File: config.mk
export PLATFORM = sky130hd
export DESIGN_NAME = arp_request_responder_core
export DESIGN_NICKNAME = d
export VERILOG_FILES = /design/src/rtl/arpr_pkg.sv /design/src/rtl/arpr_ctrl.sv /design/src/rtl/arpr_datapath.sv /design/src/rtl/arp_request_responder_core.sv
export SDC_FILE = /design/constraint.sdc
export NUM_CORES = 1
export LEC_CHECK = 0
export ABC_AREA = 1
export BUFFER_PORTS_ARGS = -buffer_cell sky130_fd_sc_hd__buf_2
export CAP_MARGIN = 10
export CORE_ASPECT_RATIO = 1.25
export CORE_MARGIN = 2
export CORE_UTILIZATION = 55
export DETAILED_ROUTE_END_ITERATION = 12
export MAX_ROUTING_LAYER = met4
export PLACE_DENSITY_LB_ADDON = 0.3
export SETUP_SLACK_MARGIN = 0.3
export SLEW_MARGIN = 0
export SYNTH_ARGS = -nofsm -noshare
export SYNTH_HDL_FRONTEND = slang
export SYNTH_HIERARCHICAL = 1
export SYNTH_SLANG_ARGS = --single-unit
File: constraint.sdc
create_clock -name clk_i -period 8.8 [get_ports clk_i]
set_input_delay 1.76 -clock clk_i [delete_from_list [all_inputs] [get_ports clk_i]]
set_output_delay 1.76 -clock clk_i [all_outputs]
set_load 0.01 [all_outputs]
File: src/rtl/arpr_pkg.sv
// ----------------------------------------------------------------------------
// ARP responder package
// Shared constants, codes and the command and status types that join the
// controller and the datapath of the ARP request responder.
// ----------------------------------------------------------------------------
package arpr_pkg;

  localparam int unsigned MAX_HW_BYTES    = 6;
  localparam int unsigned MAX_PROTO_BYTES = 4;
  localparam int unsigned MAX_FRAME_BYTES = 2047;
  localparam int unsigned HDR_BYTES       = 8;
  localparam int unsigned STORE_DEPTH     = HDR_BYTES + 2 * MAX_HW_BYTES + 2 * MAX_PROTO_BYTES;

  localparam int unsigned CNT_W  = $clog2(MAX_FRAME_BYTES + 1);
  localparam int unsigned ADDR_W = $clog2(STORE_DEPTH + 1);

  localparam int unsigned OPER_HI_IDX  = 6;
  localparam int unsigned OPER_LO_IDX  = 7;
  localparam logic [7:0]  OPER_HI_BYTE = 8'h00;
  localparam logic [7:0]  OPER_LO_BYTE = 8'h02;

  typedef enum logic [2:0] {
    OUT_REPLY    = 3'd0,
    OUT_MISMATCH = 3'd1,
    OUT_TRUNC    = 3'd2,
    OUT_NOT_OURS = 3'd3,
    OUT_TOO_BIG  = 3'd4
  } outcome_e;

  typedef enum logic [2:0] {
    CFG_HW_ADDR    = 3'd0,
    CFG_PROTO_ADDR = 3'd1,
    CFG_HW_LEN     = 3'd2,
    CFG_PROTO_LEN  = 3'd3,
    CFG_CAPACITY   = 3'd4
  } cfg_reg_e;

  typedef enum logic [2:0] {
    ST_RX,
    ST_CHECK,
    ST_CMP,
    ST_STATUS,
    ST_REPLY
  } state_e;

  typedef struct packed {
    logic     rx_en;
    logic     cnt_clr;
    logic     idx_clr;
    logic     idx_inc;
    logic     rd_cmp;
    logic     emit_status;
    logic     emit_reply;
    outcome_e code;
  } arpr_cmd_t;

  typedef struct packed {
    logic short_frame;
    logic size_bad;
    logic claim_bad;
    logic cap_bad;
    logic pr_zero;
    logic cmp_match;
    logic cmp_last;
    logic reply_last;
    logic out_free;
  } arpr_stat_t;

  // Byte j of a big-endian address of len bytes held in the low bytes of v.
  function automatic logic [7:0] addr_byte(logic [63:0] v, logic [2:0] len, logic [4:0] j);
    logic [5:0] k;
    k = {3'b000, len} - 6'd1 - {1'b0, j};
    if (k[5]) begin
      return 8'h00;
    end
    return v[{k[2:0], 3'b000} +: 8];
  endfunction

endpackage

File: src/rtl/arpr_ctrl.sv
// ----------------------------------------------------------------------------
// ARP responder controller
// Sequences reception, the frame checks, the target address compare and the
// emission of either one status result or the reply bytes.
// ----------------------------------------------------------------------------
module arpr_ctrl (
  input  logic                 clk_i,
  input  logic                 rst_ni,
  input  logic                 in_valid_i,
  input  logic                 in_last_i,
  input  arpr_pkg::arpr_stat_t stat_i,
  output arpr_pkg::arpr_cmd_t  cmd_o
);

  arpr_pkg::state_e   state_q, state_d;
  arpr_pkg::outcome_e code_q, code_d;

  always_ff @(posedge clk_i or negedge rst_ni) begin
    if (!rst_ni) begin
      state_q <= arpr_pkg::ST_RX;
      code_q  <= arpr_pkg::OUT_REPLY;
    end else begin
      state_q <= state_d;
      code_q  <= code_d;
    end
  end

  always_comb begin
    state_d = state_q;
    code_d  = code_q;
    cmd_o   = '0;
    cmd_o.code = code_q;
    case (state_q)
      arpr_pkg::ST_RX: begin
        cmd_o.rx_en = 1'b1;
        if (in_valid_i && in_last_i) begin
          state_d = arpr_pkg::ST_CHECK;
        end
      end
      arpr_pkg::ST_CHECK: begin
        if (stat_i.short_frame) begin
          code_d  = arpr_pkg::OUT_TRUNC;
          state_d = arpr_pkg::ST_STATUS;
        end else if (stat_i.size_bad) begin
          code_d  = arpr_pkg::OUT_MISMATCH;
          state_d = arpr_pkg::ST_STATUS;
        end else if (stat_i.claim_bad) begin
          code_d  = arpr_pkg::OUT_TRUNC;
          state_d = arpr_pkg::ST_STATUS;
        end else if (!stat_i.pr_zero) begin
          cmd_o.idx_clr = 1'b1;
          state_d       = arpr_pkg::ST_CMP;
        end else if (stat_i.cap_bad) begin
          code_d  = arpr_pkg::OUT_TOO_BIG;
          state_d = arpr_pkg::ST_STATUS;
        end else begin
          cmd_o.idx_clr = 1'b1;
          state_d       = arpr_pkg::ST_REPLY;
        end
      end
      arpr_pkg::ST_CMP: begin
        if (!stat_i.cmp_match) begin
          code_d  = arpr_pkg::OUT_NOT_OURS;
          state_d = arpr_pkg::ST_STATUS;
        end else if (!stat_i.cmp_last) begin
          cmd_o.idx_inc = 1'b1;
        end else if (stat_i.cap_bad) begin
          code_d  = arpr_pkg::OUT_TOO_BIG;
          state_d = arpr_pkg::ST_STATUS;
        end else begin
          cmd_o.idx_clr = 1'b1;
          state_d       = arpr_pkg::ST_REPLY;
        end
      end
      arpr_pkg::ST_STATUS: begin
        if (stat_i.out_free) begin
          cmd_o.emit_status = 1'b1;
          cmd_o.cnt_clr     = 1'b1;
          state_d           = arpr_pkg::ST_RX;
        end
      end
      arpr_pkg::ST_REPLY: begin
        if (stat_i.out_free) begin
          cmd_o.emit_reply = 1'b1;
          if (stat_i.reply_last) begin
            cmd_o.cnt_clr = 1'b1;
            state_d       = arpr_pkg::ST_RX;
          end else begin
            cmd_o.idx_inc = 1'b1;
          end
        end
      end
      default: begin
        state_d = arpr_pkg::ST_RX;
      end
    endcase
    cmd_o.rd_cmp = (state_d == arpr_pkg::ST_CMP);
  end

endmodule

File: src/rtl/arpr_datapath.sv
// ----------------------------------------------------------------------------
// ARP responder datapath
// Holds the configuration registers, the packet store, the byte counter, the
// check logic and the output register.
// ----------------------------------------------------------------------------
module arpr_datapath (
  input  logic                 clk_i,
  input  logic                 rst_ni,
  input  logic                 cfg_valid_i,
  input  logic [2:0]           cfg_index_i,
  input  logic [47:0]          cfg_data_i,
  input  logic                 in_valid_i,
  input  logic [7:0]           in_byte_i,
  input  logic                 out_ready_i,
  output logic                 out_valid_o,
  output logic [2:0]           out_outcome_o,
  output logic [7:0]           out_byte_o,
  output logic                 out_final_o,
  output logic [4:0]           out_length_o,
  input  arpr_pkg::arpr_cmd_t  cmd_i,
  output arpr_pkg::arpr_stat_t stat_o
);

  localparam int unsigned AW = arpr_pkg::ADDR_W;
  localparam int unsigned CW = arpr_pkg::CNT_W;

  logic [47:0]   own_hw_q;
  logic [31:0]   own_proto_q;
  logic [2:0]    own_hw_len_q;
  logic [2:0]    own_proto_len_q;
  logic [CW-1:0] cap_q;

  logic [7:0]    mem [arpr_pkg::STORE_DEPTH];
  logic [CW-1:0] cnt_q;
  logic [7:0]    hw_q, pr_q;
  logic [AW-1:0] idx_q, idx_d;
  logic [7:0]    rdata_q;

  logic          out_valid_q;
  logic [2:0]    out_outcome_q;
  logic [7:0]    out_byte_q;
  logic          out_final_q;
  logic [4:0]    out_length_q;

  logic          in_fire;
  logic [9:0]    claimed_w;
  logic [AW-1:0] hw_a, pr_a, tp_a, send_end_a, claimed_a, rd_addr;
  logic [7:0]    reply_byte;
  logic          out_free;

  assign in_fire = in_valid_i && cmd_i.rx_en;

  always_ff @(posedge clk_i or negedge rst_ni) begin
    if (!rst_ni) begin
      own_hw_q        <= '0;
      own_proto_q     <= '0;
      own_hw_len_q    <= 3'(arpr_pkg::MAX_HW_BYTES);
      own_proto_len_q <= 3'(arpr_pkg::MAX_PROTO_BYTES);
      cap_q           <= CW'(arpr_pkg::MAX_FRAME_BYTES);
    end else if (cfg_valid_i) begin
      case (cfg_index_i)
        arpr_pkg::CFG_HW_ADDR:    own_hw_q        <= cfg_data_i;
        arpr_pkg::CFG_PROTO_ADDR: own_proto_q     <= cfg_data_i[31:0];
        arpr_pkg::CFG_HW_LEN:     own_hw_len_q    <= cfg_data_i[2:0];
        arpr_pkg::CFG_PROTO_LEN:  own_proto_len_q <= cfg_data_i[2:0];
        arpr_pkg::CFG_CAPACITY:   cap_q           <= cfg_data_i[CW-1:0];
        default: begin
        end
      endcase
    end
  end

  always_ff @(posedge clk_i or negedge rst_ni) begin
    if (!rst_ni) begin
      cnt_q <= '0;
      idx_q <= '0;
    end else begin
      idx_q <= idx_d;
      if (cmd_i.cnt_clr) begin
        cnt_q <= '0;
      end else if (in_fire && (cnt_q < CW'(arpr_pkg::MAX_FRAME_BYTES))) begin
        cnt_q <= cnt_q + CW'(1);
      end
    end
  end

  always_ff @(posedge clk_i) begin
    if (in_fire) begin
      if (cnt_q < CW'(arpr_pkg::STORE_DEPTH)) begin
        mem[cnt_q[AW-1:0]] <= in_byte_i;
      end
      if (cnt_q == CW'(4)) begin
        hw_q <= in_byte_i;
      end
      if (cnt_q == CW'(5)) begin
        pr_q <= in_byte_i;
      end
    end
    if (rd_addr < AW'(arpr_pkg::STORE_DEPTH)) begin
      rdata_q <= mem[rd_addr];
    end
  end

  always_comb begin
    if (cmd_i.idx_clr) begin
      idx_d = '0;
    end else if (cmd_i.idx_inc) begin
      idx_d = idx_q + AW'(1);
    end else begin
      idx_d = idx_q;
    end
  end

  assign claimed_w  = 10'(arpr_pkg::HDR_BYTES) + {1'b0, hw_q, 1'b0} + {1'b0, pr_q, 1'b0};
  assign hw_a       = hw_q[AW-1:0];
  assign pr_a       = pr_q[AW-1:0];
  assign claimed_a  = claimed_w[AW-1:0];
  assign tp_a       = AW'(arpr_pkg::HDR_BYTES) + {hw_a[AW-2:0], 1'b0} + pr_a;
  assign send_end_a = AW'(arpr_pkg::HDR_BYTES) + hw_a + pr_a;

  always_comb begin
    if (cmd_i.rd_cmp) begin
      rd_addr = tp_a + idx_d;
    end else if (idx_d < send_end_a) begin
      rd_addr = idx_d;
    end else begin
      rd_addr = idx_d - hw_a - pr_a;
    end
  end

  always_comb begin
    if (idx_q < AW'(arpr_pkg::HDR_BYTES)) begin
      if (idx_q == AW'(arpr_pkg::OPER_HI_IDX)) begin
        reply_byte = arpr_pkg::OPER_HI_BYTE;
      end else if (idx_q == AW'(arpr_pkg::OPER_LO_IDX)) begin
        reply_byte = arpr_pkg::OPER_LO_BYTE;
      end else begin
        reply_byte = rdata_q;
      end
    end else if (idx_q < AW'(arpr_pkg::HDR_BYTES) + hw_a) begin
      reply_byte = arpr_pkg::addr_byte({16'h0000, own_hw_q}, own_hw_len_q,
                                       5'(idx_q - AW'(arpr_pkg::HDR_BYTES)));
    end else if (idx_q < send_end_a) begin
      reply_byte = arpr_pkg::addr_byte({32'h0, own_proto_q}, own_proto_len_q,
                                       5'(idx_q - AW'(arpr_pkg::HDR_BYTES) - hw_a));
    end else begin
      reply_byte = rdata_q;
    end
  end

  assign out_free = !out_valid_q || out_ready_i;

  always_comb begin
    stat_o.short_frame = cnt_q < CW'(arpr_pkg::HDR_BYTES);
    stat_o.size_bad    = (pr_q != {5'b00000, own_proto_len_q}) ||
                         (pr_q > 8'(arpr_pkg::MAX_PROTO_BYTES)) ||
                         (hw_q > {5'b00000, own_hw_len_q}) ||
                         (hw_q > 8'(arpr_pkg::MAX_HW_BYTES));
    stat_o.claim_bad   = {2'b00, claimed_w} > {1'b0, cnt_q};
    stat_o.cap_bad     = cnt_q > cap_q;
    stat_o.pr_zero     = (pr_q == 8'h00);
    stat_o.cmp_match   = rdata_q == arpr_pkg::addr_byte({32'h0, own_proto_q},
                                                        own_proto_len_q, 5'(idx_q));
    stat_o.cmp_last    = (idx_q == pr_a - AW'(1));
    stat_o.reply_last  = (idx_q == claimed_a - AW'(1));
    stat_o.out_free    = out_free;
  end

  always_ff @(posedge clk_i or negedge rst_ni) begin
    if (!rst_ni) begin
      out_valid_q <= 1'b0;
    end else if (cmd_i.emit_status || cmd_i.emit_reply) begin
      out_valid_q <= 1'b1;
    end else if (out_ready_i) begin
      out_valid_q <= 1'b0;
    end
  end

  always_ff @(posedge clk_i) begin
    if (cmd_i.emit_status) begin
      out_outcome_q <= cmd_i.code;
      out_byte_q    <= 8'h00;
      out_final_q   <= 1'b1;
      out_length_q  <= 5'd0;
    end else if (cmd_i.emit_reply) begin
      out_outcome_q <= arpr_pkg::OUT_REPLY;
      out_byte_q    <= reply_byte;
      out_final_q   <= stat_o.reply_last;
      out_length_q  <= 5'(claimed_a);
    end
  end

  assign out_valid_o   = out_valid_q;
  assign out_outcome_o = out_outcome_q;
  assign out_byte_o    = out_byte_q;
  assign out_final_o   = out_final_q;
  assign out_length_o  = out_length_q;

  a_emit_needs_room : assert property (@(posedge clk_i) disable iff (!rst_ni)
    (cmd_i.emit_status || cmd_i.emit_reply) |-> out_free)
    else $error("result emitted while the output register is occupied");

  a_emit_exclusive : assert property (@(posedge clk_i) disable iff (!rst_ni)
    !(cmd_i.emit_status && cmd_i.emit_reply))
    else $error("status and reply emitted in the same cycle");

  a_reply_in_range : assert property (@(posedge clk_i) disable iff (!rst_ni)
    cmd_i.emit_reply |-> (idx_q < claimed_a))
    else $error("reply index beyond the claimed length");

  a_count_saturates : assert property (@(posedge clk_i) disable iff (!rst_ni)
    cnt_q <= CW'(arpr_pkg::MAX_FRAME_BYTES))
    else $error("byte count beyond the frame limit");

endmodule

File: src/rtl/arp_request_responder_core.sv
// ----------------------------------------------------------------------------
// ARP request responder
// Receives an ARP packet byte by byte, checks it and answers with a reply
// packet or a single status result.
// ----------------------------------------------------------------------------
// Packet bytes enter on the s_axis channel, one per cycle, with tlast on the
// final byte. The first 28 bytes are kept in a small packet memory and the
// frame length is counted, saturating at 2047.
// After the last byte the block stops accepting input. The header checks are
// evaluated, then the target protocol address is compared one byte per cycle,
// because each byte is fetched from the single read port of the packet memory.
// The result is then loaded into the output register: either one status
// transaction or the reply, one byte per cycle while m_axis_tready stays high,
// tlast on the final one. The block accepts the next packet in the cycle after
// its last result is loaded. When the receiver stalls the output register
// holds its transaction and the sequencer waits. Reset clears the counter, the
// sequencer and the output valid, and returns the configuration to its
// defaults; the packet memory needs no clearing. Configuration writes are
// always accepted.
// ----------------------------------------------------------------------------
module arp_request_responder_core (
  input  logic        clk_i,
  input  logic        rst_ni,
  input  logic        cfg_valid_i,
  output logic        cfg_ready_o,
  input  logic [2:0]  cfg_index_i,
  input  logic [47:0] cfg_data_i,
  input  logic        s_axis_tvalid,
  output logic        s_axis_tready,
  input  logic [7:0]  s_axis_tdata,   // packet_byte
  input  logic        s_axis_tlast,   // end_of_packet
  output logic        m_axis_tvalid,
  input  logic        m_axis_tready,
  output logic [15:0] m_axis_tdata,   // reply_byte [7:0], reply_length [12:8], zeros
  output logic [2:0]  m_axis_tuser,   // outcome
  output logic        m_axis_tlast    // final_result
);

  arpr_pkg::arpr_cmd_t  cmd;
  arpr_pkg::arpr_stat_t stat;
  logic [7:0]           out_byte;
  logic [4:0]           out_length;

  arpr_ctrl u_ctrl (
    .clk_i      (clk_i),
    .rst_ni     (rst_ni),
    .in_valid_i (s_axis_tvalid),
    .in_last_i  (s_axis_tlast),
    .stat_i     (stat),
    .cmd_o      (cmd)
  );

  arpr_datapath u_datapath (
    .clk_i         (clk_i),
    .rst_ni        (rst_ni),
    .cfg_valid_i   (cfg_valid_i),
    .cfg_index_i   (cfg_index_i),
    .cfg_data_i    (cfg_data_i),
    .in_valid_i    (s_axis_tvalid),
    .in_byte_i     (s_axis_tdata),
    .out_ready_i   (m_axis_tready),
    .out_valid_o   (m_axis_tvalid),
    .out_outcome_o (m_axis_tuser),
    .out_byte_o    (out_byte),
    .out_final_o   (m_axis_tlast),
    .out_length_o  (out_length),
    .cmd_i         (cmd),
    .stat_o        (stat)
  );

  assign cfg_ready_o   = 1'b1;
  assign s_axis_tready = cmd.rx_en;
  assign m_axis_tdata  = {3'b000, out_length, out_byte};

endmodule
## Word level (Yosys, flattened, before mapping)

Memories as Yosys holds them, arrays and structs flattened. A register that Yosys moved wholly into a read port is not among the register bits.
Index checks and enable logic that the tools add are counted.
Widths: inputs -> output; s select.

- Equal/unequal tests: 19
- Add/sub/neg operators: 20
- Shift-type cells: 3
- Muxes and demuxes: 71
- Magnitude comparators: 13
- Reductions and logical operators: 24

Operator list:

| operator | number |
|---|---|
| $shiftx 64x7->8 | 3 |
| $mux 8 | 11 |
| $mux 3 | 20 |
| $mux 1 | 28 |
| $eq 11x3->1 const B | 2 |
| $mux 11 | 2 |
| $mux 5 | 4 |
| $sub 6x5->6 | 3 |
| $gt 8x3->1 const B | 2 |
| $add 5x5->5 | 3 |
| $eq 3x2->1 const B | 5 |
| $lt 5x5->1 | 3 |
| $pmux 3 s5 | 1 |
| $sub 5x5->5 | 3 |
| $reduce_and 2->1 | 7 |
| $add 11x1->11 const B | 1 |
| $gt 10x11->1 | 1 |
| $gt 11x11->1 | 1 |
| $lt 11x11->1 const B | 1 |
| $lt 11x4->1 const B | 1 |
| $lt 11x5->1 const B | 1 |
| $add 10x9->10 | 1 |
| $add 4x5->5 const A | 2 |
| $add 4x9->10 const A | 1 |
| other kinds (25) | 43 |

- Bits in writable memories: 224
- Memories kept: 1
- Word-level logic and storage cells: 167
- Flip-flop bits (word level): 153
- Output and inout port bits: 23

Memory list:

| name | words | width | read ports | clocked after memory_dff | write ports | line | source |
|---|---|---|---|---|---|---|---|
| u_datapath.mem | 28 | 8 | 1 | 1 | 1 | arpr_datapath.sv:33 | `logic [7:0] mem [arpr_pkg::STORE_DEPTH];` |

## Depth between registers and ports, before layout

Gate-level depths: netlist (run 1).

- Depth in word-level cells: 14
- Gate-level depth with buffers: 44
- Depth with buffers taken out: 42

## By module

The synthesis (run 1) kept the hierarchy.

Modules (own cells, without submodules):

| module | instances | cells an instance | seq. area each (um^2) | area an instance (um^2) |
|---|---|---|---|---|
| arpr_datapath | 1 | 2110 | 10667.7 | 19861.5 |
| arpr_ctrl | 1 | 86 | 150.1 | 510.5 |
| arp_request_responder_core | 1 | 6 | 0.0 | 37.5 |

## Least setup slack after synthesis (run 1)

OpenSTA, ideal clock, no wires.

- Path kind: register -> register
- Start: register u_datapath.pr_q[2]
- End: register u_datapath.rdata_q[0], read port of u_datapath.mem (enable)
- Slack: 2.366 ns
- Stages on the path, launching flop included: 34
- Arrival: 6.105 ns
- Clock period less this slack: 6.434 ns
- Path through: edfxtp_1 > inv_1 > ha_1 > inv_1 > fa_1 > nand2_1 > inv_1 > o21ai_0 > nand3_1 > nand2_1 > inv_1 > ha_1 > a21oi_1 > o21ai_0 > a21oi_1 > nor2_1 > o311ai_0 > inv_1 > nor2_1 > nand3_1 > o21ai_0 > inv_1 > nand3_1 > fa_1 > inv_1 > ha_1 > ha_1 > fa_1 > or2_2 > nand3_1 > nand2_1 > xor2_2 > inv_2 > nand2_1

RTL lines:

| what | line | source |
|---|---|---|
| from (decl) | arpr_datapath.sv:35 | `logic [7:0] hw_q, pr_q;` |
| from (signal assigned) | arpr_datapath.sv:96 | `pr_q <= in_byte_i;` |
| to (decl) | arpr_datapath.sv:37 | `logic [7:0] rdata_q;` |

==> results of run 1 <==
[power by group through the flow]
stage,clock network (W),registers [W],logic [W]
floorplan,0,0.00223,0.00201
global placement,0,0.00229,0.00275
detailed placement,0,0.00229,0.00278
CTS,0.00181,0.00225,0.00280
global route,0.00188,0.00227,0.00313
finish,0.00178,0.00226,0.00283
[sequential cells by signal (all words and copies together), names as in the netlist, 4 cells and up]
register	count
u_datapath/cap_q	11
u_datapath/own_proto_q	32
u_datapath/out_length_o	4
u_datapath/idx_q	5
u_datapath/rdata_q	8
u_datapath/pr_q	8
u_datapath/hw_q	8
u_datapath/out_byte_o	8
u_datapath/cnt_q	11
u_datapath/own_hw_q	48
u_datapath/mem	224
[worst min-delay path, delay by kind of cell, from the launching register on]
kind             cells  cell delay [ns]
flip-flops           1             0.32
AO/OA/AOI/OAI        1             0.06
AND/OR/NAND/NOR      1             0.05
[layout make-up]
cell class                 instances  area (µm²)
sequential                       384       10800
multi-input combinational       1409        7930
timing repair buffer              98         533
antenna                            1        2.50
inverter                         319        1200
clock inverter                    20         240
tap                              480         601
clock buffer                      52        1150
fill                            3049       13900
[logic make-up after synthesis]
family	Yosys count	share of synthesized area
AOI/OAI and AO/OA	291	0.0771
xor gates and xnor gates	42	0.0184
adders and majority gates	105	0.0699
buffers and inverters	411	0.0822
DFF	384	0.530
muxes	16	0.00877
other	3	0.000552
and+or+nand+nor	950	0.213
[metrics by stage]
stage / setup WS (ns) / std cells / util
global placement: 0.881 / 2690 / 0.579
detailed placement: 0.839 / 2690 / 0.579
finish: 0.948 / 2763 / 0.618
CTS: 0.833 / 2762 / 0.617
floorplan: 2.37 / 2204 / -
global route: 0.386 / 2763 / 0.618
[worst min path at each step]
stage,from,endpoint,slack (ns)
4_1_cts,u_datapath/out_length_o[1],u_datapath/out_length_o[1],0.47
5_1_grt,u_datapath/out_length_o[2],u_datapath/out_length_o[2],0.50
2_1_floorplan,u_ctrl/code_q[0],u_ctrl/code_q[0],0.44
6_report,u_datapath/out_length_o[1],u_datapath/out_length_o[1],0.46
3_5_place_dp,u_datapath/out_length_o[1],u_datapath/out_length_o[1],0.45
3_3_place_gp,u_datapath/out_length_o[3],u_datapath/out_length_o[3],0.44
[layer usage]
metal  part of all wire  up-vias
met3              0.063      171
li1                   -     7470
met2               0.49      617
met1               0.40     7518
met5                  0        -
met4              0.051        0
[placed cells by master, fill, tap and decap left out, drive strengths merged, types with 3 or more instances in the layout]
cell type    n
o211ai       5
xor2        27
bufinv       5
nor4        10
nand3      293
edfxtp     251
mux2        15
fa          15
nor3        15
xnor2       15
clkbuf      52
or2         10
nand2      424
clkinv      14
o21ai      156
o22ai        5
ha          90
dfxtp       13
conb         5
inv        319
nor2       121
buf         98
dfstp       14
nand4       14
a21oi       89
nand3b      59
a221oi       7
a31oi        9
dfrtp      106
o21a         6
a211oi       3
[timing repair]
action	in CTS	in global routing
hold buffers	0	0
endpoints found under the setup margin	0	16
resized for setup	0	1
==> out/results.ini, run 1 <==
[floorplan]
coreArea_um2 = 36400
num_rows = 78
dieArea_um2 = 38700
num_io_pins = 88
fp.dieH_um = 219
die_x_um = 176
start_util = 0.561

[grt]
grt_pass1_vias = 15500
grt_max_degree = 82
grt_pass1_wl_um = 84400
grt_overflow = 0
met2_usage = 0.482
antenna_found_initial = 1
use_met3 = 0.0447
grt_use_total = 0.291
gr-usage-met1 = 0.348
top_usage_layer = met2

[finish]
final_area_um2 = 22500
final_layout_size_suffix_gt1_frac = 0.101
synthToLayoutAreaGrowth_pct = 10.1
nets = 2422

[detailed_routing]
first_pass_iters = 6
drt_iter0_markers = 1381
via_per_inst = 5.71
post_drt_wl_per_cell_um = 19.4
vias = 15800
drtAntennaViolNets = 0
drt_wl_total_um = 53500
drc = 0

[worst_setup_path]
rrSetupSlack_ns = 0.95
critPathLaunchType = flop
crit_arrival_ns = 8.16
max_stage_delay_ns = 0.66
crit_family = simple AND/OR/NAND/NOR gates
path_class = flop to flop
crit_required_ns = 9.10
cp.depth = 32
r2r-end = u_datapath/rdata_q[6]
path_buf_inv = 4
crit_end = u_datapath/rdata_q[6]
slowest_stage = nor4_1
critPathMostFrequentCell = nand2_1
crit_fanout = 18
r2r_start = u_datapath/own_proto_len_q[0]
crit_start = u_datapath/own_proto_len_q[0]
ff2ff_path_depth = 32
end_kind = flop

[power]
irDropWorstVdd_uv = 219
p_comb_frac = 0.412
clkPwrFrac = 0.259
pwr-share-seq = 0.329
power.density_nw_per_um2 = 305
report.power.total_w = 0.00686
cellLeakagePower_nw = 10.0
netSwitchingFraction = 0.413
power.net_switching_w = 0.00283
p_int_w = 0.00403

[yosys]
synth_edf_count = 251
netlist_instances = 2202
synth.yosys.warnings = 6
ys_async_sr_fraction = 0.313
syn_area_um2 = 20400
synth.most_common_cell = nand2_1
synth_area_leaders = edfxtp_1 37%, dfrtp_1 13%, nand2_1 7.6%
synth_cell_type_count = 55
ys_seq_area_frac = 0.530
ys.flop_type = edfxtp_1
syn_area_per_cell_um2 = 9.27
synth_seq_cells = 384
synthTopCellsByCount = 415 x nand2_1, 310 x inv_1, 287 x nand3_1
synth_top_area_frac = 0.369
synth_top_area_cell = edfxtp_1

[clock_tree]
clk_pin_slew_ns = 0.06
root_buffer = clkbuf_16
cts_buffers = 40
cts_tree = yes
cts_buffer_depth = 3
cts_setup_buffers = 0
clk_latency_ns = 0.54
htreeDepth = 2
cts.sinks = 384

[timing]
setup_tns_ns = 0
maxSlewViolCount = 0
rsz0062_at_grt = false
hold_ws_ns = 0.462
slew_headroom = 0.299
fin_skew_ns = 0.0123
setup_violations = 0
hold_viol = 0
post-route-period-util = 0.892
tightest_slew_ns = 1.04
fmax_mhz = 127
fin_crit_ns = 7.85

[placed_design]
placed_cell_area_um2 = 21100
gp_congestion = 0.944
numPortBuffers = 82
dp_hpwl_um = 36900

[worst_hold_path]
hold_path_depth = 2
holdCritPathClass = flop to flop

[job]
drv_cap = 0

[outcome]
status = finished clean

Note: power is estimated with default switching activity, not from simulation.
==> run 2, diff against run 1 <==
Settings changed: BUFFER_PORTS_ARGS -buffer_cell sky130_fd_sc_hd__buf_2 to -buffer_cell sky130_fd_sc_hd__clkbuf_2.
==> run 2 against run 1 <==
  * Hold slack improved by 0.0018 ns
  * Highest routed layer unchanged
  * Final cell count about the same
  * Combinational power about the same
  * Critical path depth unchanged
  * Wire length about the same
  * Clock power decreased by 11%
  * Sequential cell count unchanged
  * Critical path type unchanged
  * Count of clock-buffer cells in the layout decreased by 1
==> out/results.ini, run 2 (synthesis gave the netlist of run 1 again) <==
[outcome]
status = finished clean

[placed_design]
pre_cts_slack_ns = 0.532
numPortBuffers = 82
gp_congestion = 0.956
dp_hpwl_um = 36800

[worst_setup_path]
r2r_start = u_datapath/own_proto_len_q[0]
critPathMostFrequentCell = nand2_1
crit_required_ns = 9.09
path_class = flop to flop
rrSetupSlack_ns = 0.90
slowest_stage = nor3_2
ff2ff_path_depth = 32
max_stage_delay_ns = 0.56
crit_arrival_ns = 8.19
end_kind = flop
crit_start = u_datapath/own_proto_len_q[0]
r2r-end = u_datapath/rdata_q[6]
crit_fanout = 18
critPathLaunchType = flop
crit_end = u_datapath/rdata_q[6]

[grt]
grt_use_total = 0.290
grt_overflow = 0
met2_usage = 0.507
gr-usage-met1 = 0.343
grt_pass1_wl_um = 84000
use_met3 = 0.0341
grt_pass1_vias = 15400
antenna_found_initial = 0
top_usage_layer = met2
grt_max_degree = 103

[floorplan]
num_rows = 78
dieArea_um2 = 38700
num_io_pins = 88
start_util = 0.561
die_x_um = 176
fp.dieH_um = 219
coreArea_um2 = 36400

[detailed_routing]
drt_iter0_markers = 1449
drc = 0
vias = 15800
drt_wl_total_um = 53500
via_per_inst = 5.71
drtAntennaViolNets = 0
post_drt_wl_per_cell_um = 19.4
first_pass_iters = 6

[finish]
final_layout_size_suffix_gt1_frac = 0.0982
diodes = 0
layout_common_cells = 413 x nand2_1, 310 x inv_1, 287 x nand3_1
final_common_cell = nand2_1
fill_cells = 3096
synthToLayoutAreaGrowth_pct = 9.24
final_core_util = 0.612
largest_reg_flops = 224
nets = 2422

[timing]
fin_skew_ns = 0.0257
slew_headroom = 0.235
hold_viol = 0
tightest_slew_ns = 1.15
setup_violations = 0
finalWorstSetupSlack_ns = 0.898
fmax_mhz = 127
fin_crit_ns = 7.90
rsz0062_at_grt = false
setup_tns_ns = 0
post-route-period-util = 0.898
maxSlewViolCount = 0

[power]
irDropWorstVdd_uv = 213
cellLeakagePower_nw = 9.91
power.density_nw_per_um2 = 299

[clock_tree]
htreeDepth = 2
cts_buffer_depth = 3
postCtsHoldBufs = 0
cts.sinks = 384
cts_tree = yes
clk_pin_slew_ns = 0.06
clk_latency_ns = 0.55
root_buffer = clkbuf_16
cts_buffers = 40

[job]
drv_cap = 0

[worst_hold_path]
hold_path_depth = 2
holdCritPathClass = flop to flop

-- run 2: cell count changes in the layout (fill, tap and decap cells not counted), sizes merged, moves of 2 or more --
| cell | delta |
|---|---|
| clkbuf | +80 |
| inv | +2 |
| clkinv | +3 |
| buf | -81 |
| bufinv | -5 |
-- run 2: worst min path at each step --
| stage | startpoint | endpoint |
|---|---|---|
| final | u_datapath/out_length_o[1] | u_datapath/out_length_o[1] |
| after global routing | u_datapath/out_length_o[1] | u_datapath/out_length_o[1] |
| after CTS | u_datapath/out_length_o[1] | u_datapath/out_length_o[1] |
| after detailed placement | u_datapath/out_length_o[1] | u_datapath/out_length_o[1] |
| after global placement | u_datapath/out_length_o[3] | u_datapath/out_length_o[3] |
| after floorplan | u_ctrl/code_q[0] | u_ctrl/code_q[0] |
-- run 2: report_power, final --
part           total [W]  internal [W]  switching, W
Clock            0.00158      0.000881      0.000701
Combinational    0.00281      0.000845       0.00197
Sequential       0.00226       0.00211      0.000146
-- run 2: per-layer routing --
metal / wire length, µm / up-vias
li1: - / 7476
met1: 21200 / 7571
met2: 27200 / 595
met3: 3020 / 128
met4: 2120 / 0
met5: 0 / -
-- run 2: what timing repair did --
action,CTS,global route
buffers inserted,0,0
gates resized for setup,0,3
setup endpoints to repair,0,16
-- run 2: through the flow --
step	area, µm²	hold WS (ns)	total power [W]	std cells
after global routing	22300	0.484	0.00706	2762
after detailed placement	21100	0.452	0.00504	2690
after floorplan	20400	0.442	0.00424	2204
after CTS	22300	0.467	0.00664	2762
final	22300	0.463	0.00666	2762
after global placement	21100	0.441	0.00500	2690
-- run 2: cell type report --
| type | instances | area, µm² | share of cell area |
|---|---|---|---|
| Clock buffer | 51 | 1090 | 0.0490 |
| Clock inverter | 21 | 114 | 0.00511 |
| Inverter | 319 | 1200 | 0.0537 |
| Multi-Input combinational cell | 1409 | 7940 | 0.356 |
| Sequential cell | 384 | 10800 | 0.485 |
| Tap cell | 480 | 601 | 0.0269 |
| Timing Repair Buffer | 98 | 533 | 0.0239 |
-- run 2: worst max-delay path, delay by kind of cell (launching register included) --
family                   cells  cell delay (ns)
AND/OR/NAND/NOR             17             3.79
adder cells (fa/ha/maj)      6             1.90
AO/OA/AOI/OAI                3             0.71
XOR/XNOR                     2             0.41
flip-flops                   1             0.41
buffers and inverters        4             0.40
